$ cat src/sv/bgs_pkg.sv
// Shared types, codes and helpers of the barrier gate sequencer.
package bgs_pkg;

  localparam int PHASE_W   = 4;
  localparam int CFG_IDX_W = 3;
  localparam int DUR_W     = 16;
  localparam int BLINK_W   = 4;
  localparam int RELAY_W   = 6;

  // Relay bit positions inside the relay level vector.
  localparam int REL_MAIN  = 0;
  localparam int REL_OPEN  = 1;
  localparam int REL_OLIM  = 2;
  localparam int REL_SENS  = 3;
  localparam int REL_CLIM  = 4;
  localparam int REL_CLOSE = 5;

  // Configuration register indexes.
  localparam logic [CFG_IDX_W-1:0] CFG_POLL_PERIOD   = 3'd0;
  localparam logic [CFG_IDX_W-1:0] CFG_OPEN_SETTLE   = 3'd1;
  localparam logic [CFG_IDX_W-1:0] CFG_PASS_WAIT     = 3'd2;
  localparam logic [CFG_IDX_W-1:0] CFG_PROBE_ENABLE  = 3'd3;
  localparam logic [CFG_IDX_W-1:0] CFG_PROBE_RECHECK = 3'd4;
  localparam logic [CFG_IDX_W-1:0] CFG_CLOSE_SETTLE  = 3'd5;
  localparam logic [CFG_IDX_W-1:0] CFG_BLINK_HALF    = 3'd6;
  localparam logic [CFG_IDX_W-1:0] CFG_BLINK_COUNT   = 3'd7;

  // Phase codes as seen on the result channel.
  localparam logic [PHASE_W-1:0] PH_STARTUP    = 4'd0;
  localparam logic [PHASE_W-1:0] PH_IDLE       = 4'd1;
  localparam logic [PHASE_W-1:0] PH_OPENSETTLE = 4'd2;
  localparam logic [PHASE_W-1:0] PH_OPENLIMIT  = 4'd3;
  localparam logic [PHASE_W-1:0] PH_PASS       = 4'd4;
  localparam logic [PHASE_W-1:0] PH_PROBE      = 4'd5;
  localparam logic [PHASE_W-1:0] PH_RECHECK    = 4'd6;
  localparam logic [PHASE_W-1:0] PH_PRESETTLE  = 4'd7;
  localparam logic [PHASE_W-1:0] PH_CLOSELIMIT = 4'd8;
  localparam logic [PHASE_W-1:0] PH_POSTSETTLE = 4'd9;
  localparam logic [PHASE_W-1:0] PH_BLINKLOW   = 4'd10;
  localparam logic [PHASE_W-1:0] PH_BLINKHIGH  = 4'd11;

  typedef enum logic [11:0] {
    ST_STARTUP    = 12'b0000_0000_0001,
    ST_IDLE       = 12'b0000_0000_0010,
    ST_OPENSETTLE = 12'b0000_0000_0100,
    ST_OPENLIMIT  = 12'b0000_0000_1000,
    ST_PASS       = 12'b0000_0001_0000,
    ST_PROBE      = 12'b0000_0010_0000,
    ST_RECHECK    = 12'b0000_0100_0000,
    ST_PRESETTLE  = 12'b0000_1000_0000,
    ST_CLOSELIMIT = 12'b0001_0000_0000,
    ST_POSTSETTLE = 12'b0010_0000_0000,
    ST_BLINKLOW   = 12'b0100_0000_0000,
    ST_BLINKHIGH  = 12'b1000_0000_0000
  } state_t;

  function automatic logic [PHASE_W-1:0] phase_of(state_t s);
    logic [PHASE_W-1:0] p;
    case (s)
      ST_STARTUP:    p = PH_STARTUP;
      ST_IDLE:       p = PH_IDLE;
      ST_OPENSETTLE: p = PH_OPENSETTLE;
      ST_OPENLIMIT:  p = PH_OPENLIMIT;
      ST_PASS:       p = PH_PASS;
      ST_PROBE:      p = PH_PROBE;
      ST_RECHECK:    p = PH_RECHECK;
      ST_PRESETTLE:  p = PH_PRESETTLE;
      ST_CLOSELIMIT: p = PH_CLOSELIMIT;
      ST_POSTSETTLE: p = PH_POSTSETTLE;
      ST_BLINKLOW:   p = PH_BLINKLOW;
      ST_BLINKHIGH:  p = PH_BLINKHIGH;
      default:       p = PH_STARTUP;
    endcase
    return p;
  endfunction

endpackage

$ cat src/sv/bgs_if.sv
// Handshake interfaces for the tick, result and configuration channels.
interface bgs_tick_if;
  logic valid;
  logic ready;
  logic access_request;
  logic open_limit;
  logic light_clear;
  logic close_limit;
  modport source (output valid, access_request, open_limit, light_clear, close_limit,
                  input ready);
  modport sink (input valid, access_request, open_limit, light_clear, close_limit,
                output ready);
endinterface

interface bgs_result_if;
  logic valid;
  logic ready;
  logic main_relay;
  logic open_relay;
  logic open_limit_relay;
  logic sensor_enable;
  logic close_limit_relay;
  logic close_relay;
  logic run_led;
  logic [bgs_pkg::PHASE_W-1:0] phase;
  modport source (output valid, main_relay, open_relay, open_limit_relay, sensor_enable,
                  close_limit_relay, close_relay, run_led, phase, input ready);
  modport sink (input valid, main_relay, open_relay, open_limit_relay, sensor_enable,
                close_limit_relay, close_relay, run_led, phase, output ready);
endinterface

interface bgs_cfg_if;
  logic valid;
  logic ready;
  logic [bgs_pkg::CFG_IDX_W-1:0] index;
  logic [bgs_pkg::DUR_W-1:0] data;
  modport source (output valid, index, data, input ready);
  modport sink (input valid, index, data, output ready);
endinterface

$ cat src/sv/barrier_gate_sequencer_unit.sv
// Barrier gate sequencer: phase machine, shared phase timer and result register.
//
//  channel  dir  payload                                         accepted when
//  tick     in   access_request open_limit light_clear           valid && ready
//                close_limit
//  result   out  six relay levels, run_led, phase (4 bits)       valid && ready
//  cfg      in   index (3 bits), data (16 bits)                  valid && ready
//
// Each accepted tick item's result is loaded into the result register; one item per
// cycle is sustained while result.ready stays high.
// The timer compare and the phase update form the one logic stage per item.
// tick.ready drops only while a result is held and result.ready is low.
// Reset (rst, synchronous) restores register defaults, startup phase and LED on.
// cfg is always ready; a write takes effect on the next tick.
module barrier_gate_sequencer_unit #(
  parameter int TIMER_WIDTH = 16
) (
  input  logic           clk,
  input  logic           rst,
  bgs_tick_if.sink       tick,
  bgs_result_if.source   result,
  bgs_cfg_if.sink        cfg
);

  localparam int LW = (TIMER_WIDTH > bgs_pkg::DUR_W) ? TIMER_WIDTH : bgs_pkg::DUR_W;
  localparam logic [TIMER_WIDTH-1:0] TMAX = '1;

  // Configuration registers
  logic [bgs_pkg::DUR_W-1:0]   poll_period_ms, open_settle_ms, pass_wait_ms;
  logic [bgs_pkg::DUR_W-1:0]   probe_enable_ms, probe_recheck_ms, close_settle_ms;
  logic [bgs_pkg::DUR_W-1:0]   blink_half_ms;
  logic [bgs_pkg::BLINK_W-1:0] blink_count;

  // Sequencer state
  bgs_pkg::state_t               state, state_next;
  logic [TIMER_WIDTH-1:0]        tick_count, count_next;
  logic                          held, held_next;
  logic [bgs_pkg::BLINK_W-1:0]   blinks_done, blinks_next;
  logic [bgs_pkg::RELAY_W-1:0]   relays, relays_next;
  logic                          led, led_next;

  logic                          out_valid;
  logic                          in_fire;

  logic [bgs_pkg::DUR_W-1:0]     dur;
  logic                          pin;
  logic [LW-1:0]                 dur_ext, lim_clip;
  logic [TIMER_WIDTH-1:0]        lim, cnt_inc;
  logic                          tdone, held_eff, poll_hit;
  logic [bgs_pkg::BLINK_W-1:0]   blink_inc;

  assign cfg.ready  = 1'b1;
  assign tick.ready = !out_valid || result.ready;
  assign in_fire    = tick.valid && tick.ready;

  always_ff @(posedge clk) begin
    if (rst) begin
      poll_period_ms   <= 16'd500;
      open_settle_ms   <= 16'd1000;
      pass_wait_ms     <= 16'd6000;
      probe_enable_ms  <= 16'd20;
      probe_recheck_ms <= 16'd5000;
      close_settle_ms  <= 16'd1000;
      blink_half_ms    <= 16'd500;
      blink_count      <= 4'd4;
    end else if (cfg.valid) begin
      case (cfg.index)
        bgs_pkg::CFG_POLL_PERIOD:   poll_period_ms   <= cfg.data;
        bgs_pkg::CFG_OPEN_SETTLE:   open_settle_ms   <= cfg.data;
        bgs_pkg::CFG_PASS_WAIT:     pass_wait_ms     <= cfg.data;
        bgs_pkg::CFG_PROBE_ENABLE:  probe_enable_ms  <= cfg.data;
        bgs_pkg::CFG_PROBE_RECHECK: probe_recheck_ms <= cfg.data;
        bgs_pkg::CFG_CLOSE_SETTLE:  close_settle_ms  <= cfg.data;
        bgs_pkg::CFG_BLINK_HALF:    blink_half_ms    <= cfg.data;
        bgs_pkg::CFG_BLINK_COUNT:   blink_count      <= cfg.data[bgs_pkg::BLINK_W-1:0];
        default: ;
      endcase
    end
  end

  // Pick the duration and the polled pin of the current phase.
  always_comb begin
    dur = poll_period_ms;
    pin = 1'b0;
    case (state)
      bgs_pkg::ST_STARTUP:    pin = tick.close_limit;
      bgs_pkg::ST_IDLE:       pin = tick.access_request;
      bgs_pkg::ST_OPENSETTLE: dur = open_settle_ms;
      bgs_pkg::ST_OPENLIMIT:  pin = tick.open_limit;
      bgs_pkg::ST_PASS:       dur = pass_wait_ms;
      bgs_pkg::ST_PROBE:      dur = probe_enable_ms;
      bgs_pkg::ST_RECHECK:    dur = probe_recheck_ms;
      bgs_pkg::ST_PRESETTLE:  dur = close_settle_ms;
      bgs_pkg::ST_CLOSELIMIT: pin = tick.close_limit;
      bgs_pkg::ST_POSTSETTLE: dur = close_settle_ms;
      bgs_pkg::ST_BLINKLOW:   dur = blink_half_ms;
      bgs_pkg::ST_BLINKHIGH:  dur = blink_half_ms;
      default: ;
    endcase
  end

  // Clip the duration to the timer range, and treat zero as one tick.
  assign dur_ext  = LW'(dur);
  assign lim_clip = (dur_ext > LW'(TMAX)) ? LW'(TMAX) : dur_ext;
  assign lim      = (lim_clip == '0) ? TIMER_WIDTH'(1) : TIMER_WIDTH'(lim_clip);
  assign cnt_inc  = (tick_count != TMAX) ? tick_count + TIMER_WIDTH'(1) : tick_count;
  assign tdone    = cnt_inc >= lim;
  assign held_eff = (tick_count == '0) ? pin : held;
  assign poll_hit = tdone && held_eff;
  assign blink_inc = blinks_done + bgs_pkg::BLINK_W'(1);

  always_comb begin
    state_next  = state;
    count_next  = tdone ? '0 : cnt_inc;
    held_next   = held;
    blinks_next = blinks_done;
    relays_next = relays;
    led_next    = led;
    case (state)
      bgs_pkg::ST_STARTUP: begin
        if (!relays[bgs_pkg::REL_CLOSE]) begin
          count_next = '0;
          if (tick.close_limit) begin
            relays_next[bgs_pkg::REL_MAIN] = 1'b1;
            state_next = bgs_pkg::ST_IDLE;
          end else begin
            relays_next[bgs_pkg::REL_CLIM]  = 1'b1;
            relays_next[bgs_pkg::REL_CLOSE] = 1'b1;
          end
        end else begin
          held_next = held_eff;
          if (poll_hit) begin
            relays_next[bgs_pkg::REL_CLIM]  = 1'b0;
            relays_next[bgs_pkg::REL_CLOSE] = 1'b0;
            relays_next[bgs_pkg::REL_MAIN]  = 1'b1;
            state_next = bgs_pkg::ST_IDLE;
          end
        end
      end
      bgs_pkg::ST_IDLE: begin
        held_next = held_eff;
        if (poll_hit) begin
          relays_next[bgs_pkg::REL_OPEN] = 1'b1;
          state_next = bgs_pkg::ST_OPENSETTLE;
        end
      end
      bgs_pkg::ST_OPENSETTLE: begin
        if (tdone) begin
          relays_next[bgs_pkg::REL_OLIM] = 1'b1;
          state_next = bgs_pkg::ST_OPENLIMIT;
        end
      end
      bgs_pkg::ST_OPENLIMIT: begin
        held_next = held_eff;
        if (poll_hit) begin
          relays_next[bgs_pkg::REL_OPEN] = 1'b0;
          relays_next[bgs_pkg::REL_OLIM] = 1'b0;
          state_next = bgs_pkg::ST_PASS;
        end
      end
      bgs_pkg::ST_PASS: begin
        if (tdone) begin
          relays_next[bgs_pkg::REL_SENS] = 1'b1;
          state_next = bgs_pkg::ST_PROBE;
        end
      end
      bgs_pkg::ST_PROBE: begin
        if (tdone) begin
          held_next = tick.light_clear;
          relays_next[bgs_pkg::REL_SENS] = 1'b0;
          state_next = bgs_pkg::ST_RECHECK;
        end
      end
      bgs_pkg::ST_RECHECK: begin
        if (tdone) begin
          if (held) begin
            state_next = bgs_pkg::ST_PRESETTLE;
          end else begin
            relays_next[bgs_pkg::REL_SENS] = 1'b1;
            state_next = bgs_pkg::ST_PROBE;
          end
        end
      end
      bgs_pkg::ST_PRESETTLE: begin
        if (tdone) begin
          relays_next[bgs_pkg::REL_CLOSE] = 1'b1;
          relays_next[bgs_pkg::REL_CLIM]  = 1'b1;
          state_next = bgs_pkg::ST_CLOSELIMIT;
        end
      end
      bgs_pkg::ST_CLOSELIMIT: begin
        held_next = held_eff;
        if (poll_hit) begin
          relays_next[bgs_pkg::REL_CLIM]  = 1'b0;
          relays_next[bgs_pkg::REL_CLOSE] = 1'b0;
          relays_next[bgs_pkg::REL_MAIN]  = 1'b0;
          state_next = bgs_pkg::ST_POSTSETTLE;
        end
      end
      bgs_pkg::ST_POSTSETTLE: begin
        if (tdone) begin
          blinks_next = '0;
          if (blink_count == '0) begin
            relays_next[bgs_pkg::REL_MAIN] = 1'b1;
            state_next = bgs_pkg::ST_IDLE;
          end else begin
            led_next   = 1'b0;
            state_next = bgs_pkg::ST_BLINKLOW;
          end
        end
      end
      bgs_pkg::ST_BLINKLOW: begin
        if (tdone) begin
          led_next   = 1'b1;
          state_next = bgs_pkg::ST_BLINKHIGH;
        end
      end
      bgs_pkg::ST_BLINKHIGH: begin
        if (tdone) begin
          blinks_next = blink_inc;
          if (blink_inc >= blink_count) begin
            relays_next[bgs_pkg::REL_MAIN] = 1'b1;
            state_next = bgs_pkg::ST_IDLE;
          end else begin
            led_next   = 1'b0;
            state_next = bgs_pkg::ST_BLINKLOW;
          end
        end
      end
      default: begin
        // Recover from a corrupted phase as after reset.
        state_next  = bgs_pkg::ST_STARTUP;
        count_next  = '0;
        held_next   = 1'b0;
        blinks_next = '0;
        relays_next = '0;
        led_next    = 1'b1;
      end
    endcase
  end

  always_ff @(posedge clk) begin
    if (rst) begin
      state       <= bgs_pkg::ST_STARTUP;
      tick_count  <= '0;
      held        <= 1'b0;
      blinks_done <= '0;
      relays      <= '0;
      led         <= 1'b1;
      out_valid   <= 1'b0;
    end else begin
      if (in_fire) begin
        state       <= state_next;
        tick_count  <= count_next;
        held        <= held_next;
        blinks_done <= blinks_next;
        relays      <= relays_next;
        led         <= led_next;
        out_valid   <= 1'b1;
      end else if (result.ready) begin
        out_valid   <= 1'b0;
      end
    end
  end

  // Result register: load the levels after this item's update.
  always_ff @(posedge clk) begin
    if (in_fire) begin
      result.main_relay        <= relays_next[bgs_pkg::REL_MAIN];
      result.open_relay        <= relays_next[bgs_pkg::REL_OPEN];
      result.open_limit_relay  <= relays_next[bgs_pkg::REL_OLIM];
      result.sensor_enable     <= relays_next[bgs_pkg::REL_SENS];
      result.close_limit_relay <= relays_next[bgs_pkg::REL_CLIM];
      result.close_relay       <= relays_next[bgs_pkg::REL_CLOSE];
      result.run_led           <= led_next;
      result.phase             <= bgs_pkg::phase_of(state_next);
    end
  end

  assign result.valid = out_valid;

`ifndef SYNTHESIS
  a_result_follows: assert property (@(posedge clk) disable iff (rst)
    in_fire |=> out_valid)
    else $error("accepted tick item produced no result");

  a_no_drive_clash: assert property (@(posedge clk) disable iff (rst)
    !(relays[bgs_pkg::REL_OPEN] && relays[bgs_pkg::REL_CLOSE]))
    else $error("open and close relays driven together");

  a_sensor_in_probe: assert property (@(posedge clk) disable iff (rst)
    relays[bgs_pkg::REL_SENS] |-> (state == bgs_pkg::ST_PROBE))
    else $error("light sensor enabled outside the probe phase");

  a_main_off_phases: assert property (@(posedge clk) disable iff (rst)
    !relays[bgs_pkg::REL_MAIN] |-> (state == bgs_pkg::ST_STARTUP ||
      state == bgs_pkg::ST_POSTSETTLE || state == bgs_pkg::ST_BLINKLOW ||
      state == bgs_pkg::ST_BLINKHIGH))
    else $error("main relay off in an operating phase");
`endif

endmodule

$ cat src/flat_wrapper.sv
// flat-port wrapper written by rule: the top's interface ports become plain ports
module barrier_gate_sequencer_unit_flat 
#(
  parameter int TIMER_WIDTH = 16
)
  (clk, rst, tick_valid, tick_access_request, tick_open_limit, tick_light_clear, tick_close_limit, tick_ready, result_valid, result_main_relay, result_open_relay, result_open_limit_relay, result_sensor_enable, result_close_limit_relay, result_close_relay, result_run_led, result_phase, result_ready, cfg_valid, cfg_index, cfg_data, cfg_ready);
  bgs_tick_if tick_i ();
  bgs_result_if result_i ();
  bgs_cfg_if cfg_i ();
  input  logic clk;
  input  logic rst;
  input wire logic [$bits(tick_i.valid)-1:0] tick_valid;
  input wire logic [$bits(tick_i.access_request)-1:0] tick_access_request;
  input wire logic [$bits(tick_i.open_limit)-1:0] tick_open_limit;
  input wire logic [$bits(tick_i.light_clear)-1:0] tick_light_clear;
  input wire logic [$bits(tick_i.close_limit)-1:0] tick_close_limit;
  output wire logic [$bits(tick_i.ready)-1:0] tick_ready;
  output wire logic [$bits(result_i.valid)-1:0] result_valid;
  output wire logic [$bits(result_i.main_relay)-1:0] result_main_relay;
  output wire logic [$bits(result_i.open_relay)-1:0] result_open_relay;
  output wire logic [$bits(result_i.open_limit_relay)-1:0] result_open_limit_relay;
  output wire logic [$bits(result_i.sensor_enable)-1:0] result_sensor_enable;
  output wire logic [$bits(result_i.close_limit_relay)-1:0] result_close_limit_relay;
  output wire logic [$bits(result_i.close_relay)-1:0] result_close_relay;
  output wire logic [$bits(result_i.run_led)-1:0] result_run_led;
  output wire logic [$bits(result_i.phase)-1:0] result_phase;
  input wire logic [$bits(result_i.ready)-1:0] result_ready;
  input wire logic [$bits(cfg_i.valid)-1:0] cfg_valid;
  input wire logic [$bits(cfg_i.index)-1:0] cfg_index;
  input wire logic [$bits(cfg_i.data)-1:0] cfg_data;
  output wire logic [$bits(cfg_i.ready)-1:0] cfg_ready;
  assign tick_i.valid = tick_valid;
  assign tick_i.access_request = tick_access_request;
  assign tick_i.open_limit = tick_open_limit;
  assign tick_i.light_clear = tick_light_clear;
  assign tick_i.close_limit = tick_close_limit;
  assign tick_ready = tick_i.ready;
  assign result_valid = result_i.valid;
  assign result_main_relay = result_i.main_relay;
  assign result_open_relay = result_i.open_relay;
  assign result_open_limit_relay = result_i.open_limit_relay;
  assign result_sensor_enable = result_i.sensor_enable;
  assign result_close_limit_relay = result_i.close_limit_relay;
  assign result_close_relay = result_i.close_relay;
  assign result_run_led = result_i.run_led;
  assign result_phase = result_i.phase;
  assign result_i.ready = result_ready;
  assign cfg_i.valid = cfg_valid;
  assign cfg_i.index = cfg_index;
  assign cfg_i.data = cfg_data;
  assign cfg_ready = cfg_i.ready;
  barrier_gate_sequencer_unit #(.TIMER_WIDTH(TIMER_WIDTH)) u_core (.clk(clk), .rst(rst), .tick(tick_i), .result(result_i), .cfg(cfg_i));
endmodule
$ cat config.mk
export PLATFORM = sky130hd
export DESIGN_NAME = barrier_gate_sequencer_unit_flat
export DESIGN_NICKNAME = d
export VERILOG_FILES = /design/src/sv/bgs_pkg.sv /design/src/sv/bgs_if.sv /design/src/sv/barrier_gate_sequencer_unit.sv /design/src/flat_wrapper.sv
export SDC_FILE = /design/constraint.sdc
export NUM_CORES = 1
export LEC_CHECK = 0
export BUFFER_PORTS_ARGS = -buffer_cell sky130_fd_sc_hd__buf_2
export CORE_MARGIN = 4
export CORE_UTILIZATION = 62
export DETAILED_ROUTE_END_ITERATION = 16
export MAX_ROUTING_LAYER = met4
export PLACE_DENSITY = 0.8
export SETUP_SLACK_MARGIN = 0.05
export SYNTH_ARGS = -nofsm -noshare
export SYNTH_HDL_FRONTEND = slang
export SYNTH_SLANG_ARGS = --single-unit
$ cat constraint.sdc
create_clock -name clk -period 6.8 [get_ports clk]
set_clock_uncertainty 0.15 [all_clocks]
set_input_delay 1.7 -clock clk [delete_from_list [all_inputs] [get_ports clk]]
set_output_delay 1.7 -clock clk [all_outputs]
set_load 0.02 [all_outputs]
# Word-level counts from Yosys, hierarchy flattened
# Cells that the tools add are included.
# Widths: inputs -> output; s select.
dict set report word_totals {
  regBits 168
  inputBits 28
}
dict set report op_classes {
  bitwise_logic 2
  mux 67
  n_lt_le_gt_ge 3
  n_eq_ne 35
  addsub 2
  n_reduce_logical 32
}
# cell n
set op_table {}
lappend op_table {{$mux 12} 14}
lappend op_table {{$pmux 12 s12} 1}
lappend op_table {{$pmux 16 s6} 1}
lappend op_table {{$mux 16} 5}
lappend op_table {{$pmux 4 s11} 1}
lappend op_table {{$logic_not 16->1} 2}
lappend op_table {{$pmux 16 s2} 1}
lappend op_table {{$reduce_or 10->1} 3}
lappend op_table {{$reduce_or 9->1} 3}
lappend op_table {{$eq 12x10->1 const B} 2}
lappend op_table {{$eq 12x11->1 const B} 2}
lappend op_table {{$eq 12x12->1 const B} 2}
lappend op_table {{$eq 12x2->1 const B} 2}
lappend op_table {{$eq 12x3->1 const B} 2}
lappend op_table {{$eq 12x4->1 const B} 2}
lappend op_table {{$eq 12x5->1 const B} 2}
lappend op_table {{$eq 12x6->1 const B} 2}
lappend op_table {{$eq 12x7->1 const B} 2}
lappend op_table {{$eq 12x8->1 const B} 2}
lappend op_table {{$eq 12x9->1 const B} 2}
lappend op_table {{$mux 1} 24}
lappend op_table {{$mux 11} 2}
lappend op_table {{$add 16x1->16 const B} 1}
lappend op_table {{$ge 16x16->1} 1}
lappend op_table {{other kinds (31)} 60}

# Depth between registers and ports, before layout
dict set report depth {
  depth_word 14
  depth_mapped 21
}

# Least setup slack after synthesis
# No wires, ideal clock.
dict set report synth_path {
  path_kind {reg-to-reg}
  startpoint {register u_core.state[4]}
  endpoint {register u_core.result.run_led (data pin)}
  setup_time_ps 262
  path_stages_with_launch 21
  path_buffers 3
  path_slack_ps 2038
  required_time_ps 6388
  synth_period_minus_slack_ps 4762
  arrival_ps 4350
  path_cell_list {dfxtp_1 buf_6 or4_1 or4_1 buf_2 a21oi_2 buf_4 nand2_1 o2111ai_1 nor4b_2 nand4_1 o31ai_1 ha_1 nor2_1 a21oi_1 o41ai_1 a21oi_1 nor2_1 nor3_1 o22a_1 or2_2}
}
dict set report synth_via {
  elab_chain_len 10
  word_cells_on_any_way 25
}
# item line_no
set synth_rtl {}
lappend synth_rtl {{from (decl)} barrier_gate_sequencer_unit.sv:35} ;# bgs_pkg::state_t state, state_next;
lappend synth_rtl {{from (signal assigned)} barrier_gate_sequencer_unit.sv:244} ;# state <= bgs_pkg::ST_STARTUP;
lappend synth_rtl {{from (signal assigned)} barrier_gate_sequencer_unit.sv:253} ;# state <= state_next;
lappend synth_rtl {{$eq 12x11->1, or another cell as far along} {barrier_gate_sequencer_unit.sv:85, barrier_gate_sequencer_unit.sv:119}}
lappend synth_rtl {{$reduce_or 2->1 (no source line)} --}
lappend synth_rtl {{$pmux 16 s6} barrier_gate_sequencer_unit.sv:85} ;# case (state)
lappend synth_rtl {{$gt 16x16->1} barrier_gate_sequencer_unit.sv:104} ;# assign lim_clip = (dur_ext > LW'(TMAX)) ? LW'(TMAX) : dur_ext;
lappend synth_rtl {{$mux 16} barrier_gate_sequencer_unit.sv:104}
lappend synth_rtl {{$logic_not 16->1} barrier_gate_sequencer_unit.sv:105} ;# assign lim = (lim_clip == '0) ? TIMER_WIDTH'(1) : TIMER_WIDTH'(lim_clip);
lappend synth_rtl {{$mux 16} barrier_gate_sequencer_unit.sv:105}
lappend synth_rtl {{$ge 16x16->1} barrier_gate_sequencer_unit.sv:107} ;# assign tdone = cnt_inc >= lim;
lappend synth_rtl {{$mux 1, on equally long branches} {barrier_gate_sequencer_unit.sv:219, barrier_gate_sequencer_unit.sv:201, barrier_gate_sequencer_unit.sv:213}}
lappend synth_rtl {{$pmux 1 s4 *} barrier_gate_sequencer_unit.sv:119} ;# case (state)
lappend synth_rtl {{net u_core.led_next} barrier_gate_sequencer_unit.sv:40} ;# logic led, led_next;
lappend synth_rtl {{to (signal assigned)} barrier_gate_sequencer_unit.sv:275} ;# result.run_led <= led_next;
lappend synth_rtl {{to (decl)} bgs_if.sv:27} ;# close_limit_relay, close_relay, run_led, phase, input ready);
# Mark *: on every way through the listed nets, which the timed path passes. The rest lies on a longest branch.
# A chain may end at the register's enable or synchronous reset.

# Final worst setup path
dict set report layout_path {
  startpoint {register u_core.state[1]}
  endpoint {register u_core.tick_count[8]}
}
dict set report layout_via {
  elab_chain_len 11
  word_cells_on_any_way 24
}
# item line_no
set layout_rtl {}
lappend layout_rtl {{$eq 12x11->1, or another cell as far along} {barrier_gate_sequencer_unit.sv:85, barrier_gate_sequencer_unit.sv:119}}
lappend layout_rtl {{$reduce_or 2->1 (no source line)} --}
lappend layout_rtl {{$pmux 16 s6} barrier_gate_sequencer_unit.sv:85}
lappend layout_rtl {{$gt 16x16->1} barrier_gate_sequencer_unit.sv:104}
lappend layout_rtl {{$mux 16} barrier_gate_sequencer_unit.sv:104}
lappend layout_rtl {{$logic_not 16->1} barrier_gate_sequencer_unit.sv:105}
lappend layout_rtl {{$mux 16} barrier_gate_sequencer_unit.sv:105}
lappend layout_rtl {{$ge 16x16->1} barrier_gate_sequencer_unit.sv:107}
lappend layout_rtl {{$mux 16} barrier_gate_sequencer_unit.sv:114} ;# count_next = tdone ? '0 : cnt_inc;
lappend layout_rtl {{$mux 16} barrier_gate_sequencer_unit.sv:121} ;# if (!relays[bgs_pkg::REL_CLOSE]) begin
lappend layout_rtl {{$pmux 16 s2 *} barrier_gate_sequencer_unit.sv:119}
lappend layout_rtl {{to (signal assigned)} barrier_gate_sequencer_unit.sv:254} ;# tick_count <= count_next;
lappend layout_rtl {{to (decl)} barrier_gate_sequencer_unit.sv:36} ;# logic [TIMER_WIDTH-1:0] tick_count, count_next;
# Mark *: on every way between the ends. The rest lies on a longest branch, timed or not.

==> results.md <==
- Post-CTS setup buffers: 0
- Worst path bufs/invs: 1
- Post-Syn Instances: between 1000 and 1500
- CP delay by family, top: simple AND/OR/NAND/NOR gates
- FILL cells: 1142
- Clock Latency Late Sink: 0.43 ns
- Met3 GRT Util: 6.821%
- Finished Layout Cells: about 1300
- Initial antenna violation count: 0
- First drt pass iteration count: 9
- EDFF count, synth: 11
- CTS H-tree depth: 4
- CTS buffer count: 17
- Fin crit share: 88.96%
- Commonest register cell after synthesis: dfxtp_1
- Initial Util: between 60% and 70%
- Final ANT Viol Nets: 0
- Full die area: 16070 µm²
- # diodes: 0
- Grt met1 use: between 40 and 50%
- Share of power burned in registers: between 40% and 50%
- Rel. slew slack: between 10% and 20%
- CP max-delay cell: nor4_1
- RSZ-0062 raised after global routing: false
- Final min period: 6.050 ns
- CTS sink count: 168
- Gr ovfl total: 0
- P_leak: 3.768 nW
- Post-synthesis average cell area: ~8 µm²
- Least-Margin Pin Slew: around 1.3 ns
- Final Power: 2.309 mW
- Clock share of power: between 40% and 50%
- Worst path max stage delay: 0.93 ns
- Max rail drop VDD: 0.0001947 V
- Fraction of layout instances using a drive strength above 1: 10.16%
- Upper clock frequency limit: approximately 170 MHz
- Worst hold path class: reg -> reg
- RD Place Congestion: 0.9917
- GRT Total Usage: about a third
- Met2 usage: 48.72%
- HPWL after DPL: 16.28 mm
- Core area: 13830 µm²
- Synthesis-stage register bit count: 168
- Crit Path Max Fanout: 16
- Final setup fails: 0
- CTS resizes: 0
- 1st-iter DRT viols: 1200
- Switching share of power: a little over a quarter
- Max-slew violations: 0
- Worst path cell trace: nor4_1 -> and3_1 -> nor3_4 -> a211oi_2 -> nor4b_2 -> nand4_1 -> o31ai_1 -> ha_1 -> nor2_1 -> a21oi_1 -> o41ai_1 -> a21oi_1 -> or2_2 -> a311oi_4 -> buf_4 -> or2b_1 -> a311oi_1
- # nets final: 1141
- Max-cap violation count: 0
- Die Height: 126.8 µm
- Final setup margin: about 0.75 ns
- FP Rows: 43
- Area delta synth->final: 9.285%
- YS warnings: 0
- Synth Net Count: 1145
- Vias: 8255
- CTS tree: built
- Die X: around 130 µm
- Drt total wl: between 20 and 25 mm
- Commonest cells after routing, fill and taps aside: nand2_1, dfxtp_1, a21oi_1
- Sequential area share after synthesis: between 30 and 40%
- Clock buffer depth: 2
- Setup CP Type: reg -> reg
- Total negative slack: 0 ns
- Net switching power: 602.5 µW
- Fraction of registers with async set/reset: 0%
- Dpl ws: around 0.96 ns
- Most common cell after layout, fill and taps aside: nand2_1
- Cell at the root of the clock tree: clkbuf_16
- Worst Setup End Kind: register
- WP data required: roughly 7.0 ns
- CTS Hold Bufs: 0
- I/O pins: 42
- Critical Path Most Common Cell: a21oi_1
- Largest net degree at the start of global routing: 87
- Drt wl/cell: 19.02 µm
- Status: complete, no violations
- Distinct cells, synth: 78
- Placed Cells: 1251
- Fin. Hold Viols: 0
- Comb pwr share: 10.5%
- P_int: between 1.5 and 2 mW
- Grt peak-use layer: met2
- Vias in the first global route: 7728
- Critical Path AT: 6.24 ns
- Input/output buffers: 40
- CTS clock-pin slew for the worst setup and hold paths: around 0.07 ns
- Syn Std Cell Area: between 8000 and 9000 µm²
- First-pass GRT wire length: ~40 mm
- DR DRC count: 0
- Crit start category: register
- DR vias/cell: 6.439
- PD cells: 241.5 nW/µm²
-- registers in the layout, indices dropped and copies added, names as in the netlist, 4 cells and up --
name	count
u_core.result.phase	4
u_core.blinks_done	4
u_core.tick_count	16
u_core.probe_recheck_ms	16
u_core.pass_wait_ms	16
u_core.relays	6
u_core.close_settle_ms	16
u_core.poll_period_ms	16
u_core.state	12
u_core.open_settle_ms	16
u_core.blink_half_ms	16
u_core.probe_enable_ms	16
u_core.blink_count	4
-- power groups by stage --
stage | clock network (mW) | logic [mW] | registers, mW
after CTS | 1.02 | 0.238 | 1.05
final | 1.01 | 0.243 | 1.05
after floorplan | 0 | 0.167 | 1.07
after detailed placement | 0 | 0.236 | 1.07
after global placement | 0 | 0.233 | 1.07
after global routing | 1.06 | 0.265 | 1.06
-- cell families after synthesis --
group,Yosys count,synth area share [%]
xor+xnor,19,1.903
other cells,1,0.04288
fa+ha+maj,23,3.290
mux,10,1.187
simple gates,510,28.54
compound gates,262,20.34
flops,168,39.71
buf+inv,101,4.979
-- area by class of cell --
class	instances	area, µm²	area share [%]
multi-input combinational	825	4847	50.71
tap	180	225.2	2.356
sequential	168	3473	36.34
inverter	22	82.58	0.8640
clock buffer	19	442.9	4.634
timing repair buffer	56	322.8	3.377
clock inverter	12	163.9	1.715
-- worst min-delay path: cells and delay by family, from the launching register on --
family,cells,cell delay (ns)
DFF,1,0.31
and+or+nand+nor,1,0.05
AOI/OAI and AO/OA,1,0.05
-- through the flow --
stage                     instance area (µm²)  utilization (%)  hold WS (ns)
final                                    9558            69.13        0.3072
after global placement                   8951            64.74        0.2916
after CTS                                9558            69.13        0.3064
after floorplan                          8746                -        0.2812
after global routing                     9558            69.13        0.3238
after detailed placement                 8951            64.74        0.2953
-- metal layers --
metal  vias up  wire length (µm)
met1      3811             10210
li1       3905                 -
met4         0               756
met3        83              2198
met5         -                 0
met2       456             11220
-- cells in the mapped netlist, types with 4 or more instances --
library cell	instances	share of area, %
nor4_1	7	0.50
nor2b_1	6	0.43
o211ai_1	4	0.34
dfxtp_1	157	36
nor4b_1	6	0.60
o21ai_1	5	0.29
mux2i_1	7	0.80
or2_2	5	0.36
inv_1	22	0.94
a21o_1	5	0.43
a22oi_1	18	1.5
a211o_1	4	0.40
clkbuf_1	53	2.3
a31oi_1	5	0.36
nor3_1	19	1.1
nand2b_1	19	1.4
a21oi_1	115	6.6
a22o_1	5	0.50
and3_1	8	0.57
o21ai_0	20	1.1
a211oi_1	9	0.77
xnor2_1	10	1.0
or3_1	6	0.43
o21a_1	4	0.34
nand3b_1	40	3.4
nand3_1	21	1.2
a311oi_1	10	1.0
edfxtp_1	11	3.8
nor2_1	63	2.7
nand4_1	15	1.1
xor2_1	9	0.90
nand2_1	267	11
ha_1	23	3.3
buf_2	18	1.0
nor3b_1	4	0.34
o22ai_1	4	0.29
a222oi_1	22	2.5
-- worst paths after layout --
kind / startpoint / endpoint / slack, ns / depth (start not counted)
worst max-delay path: u_core.state[1] / u_core.tick_count[8] / 0.75 / 17
worst max register to register: u_core.state[1] / u_core.tick_count[8] / 0.75 / 17
worst min-delay path: u_core.poll_period_ms[14] / u_core.poll_period_ms[14] / 0.31 / 2
worst min register to register: u_core.poll_period_ms[14] / u_core.poll_period_ms[14] / 0.31 / 2
(Power assumes the default switching activity.)
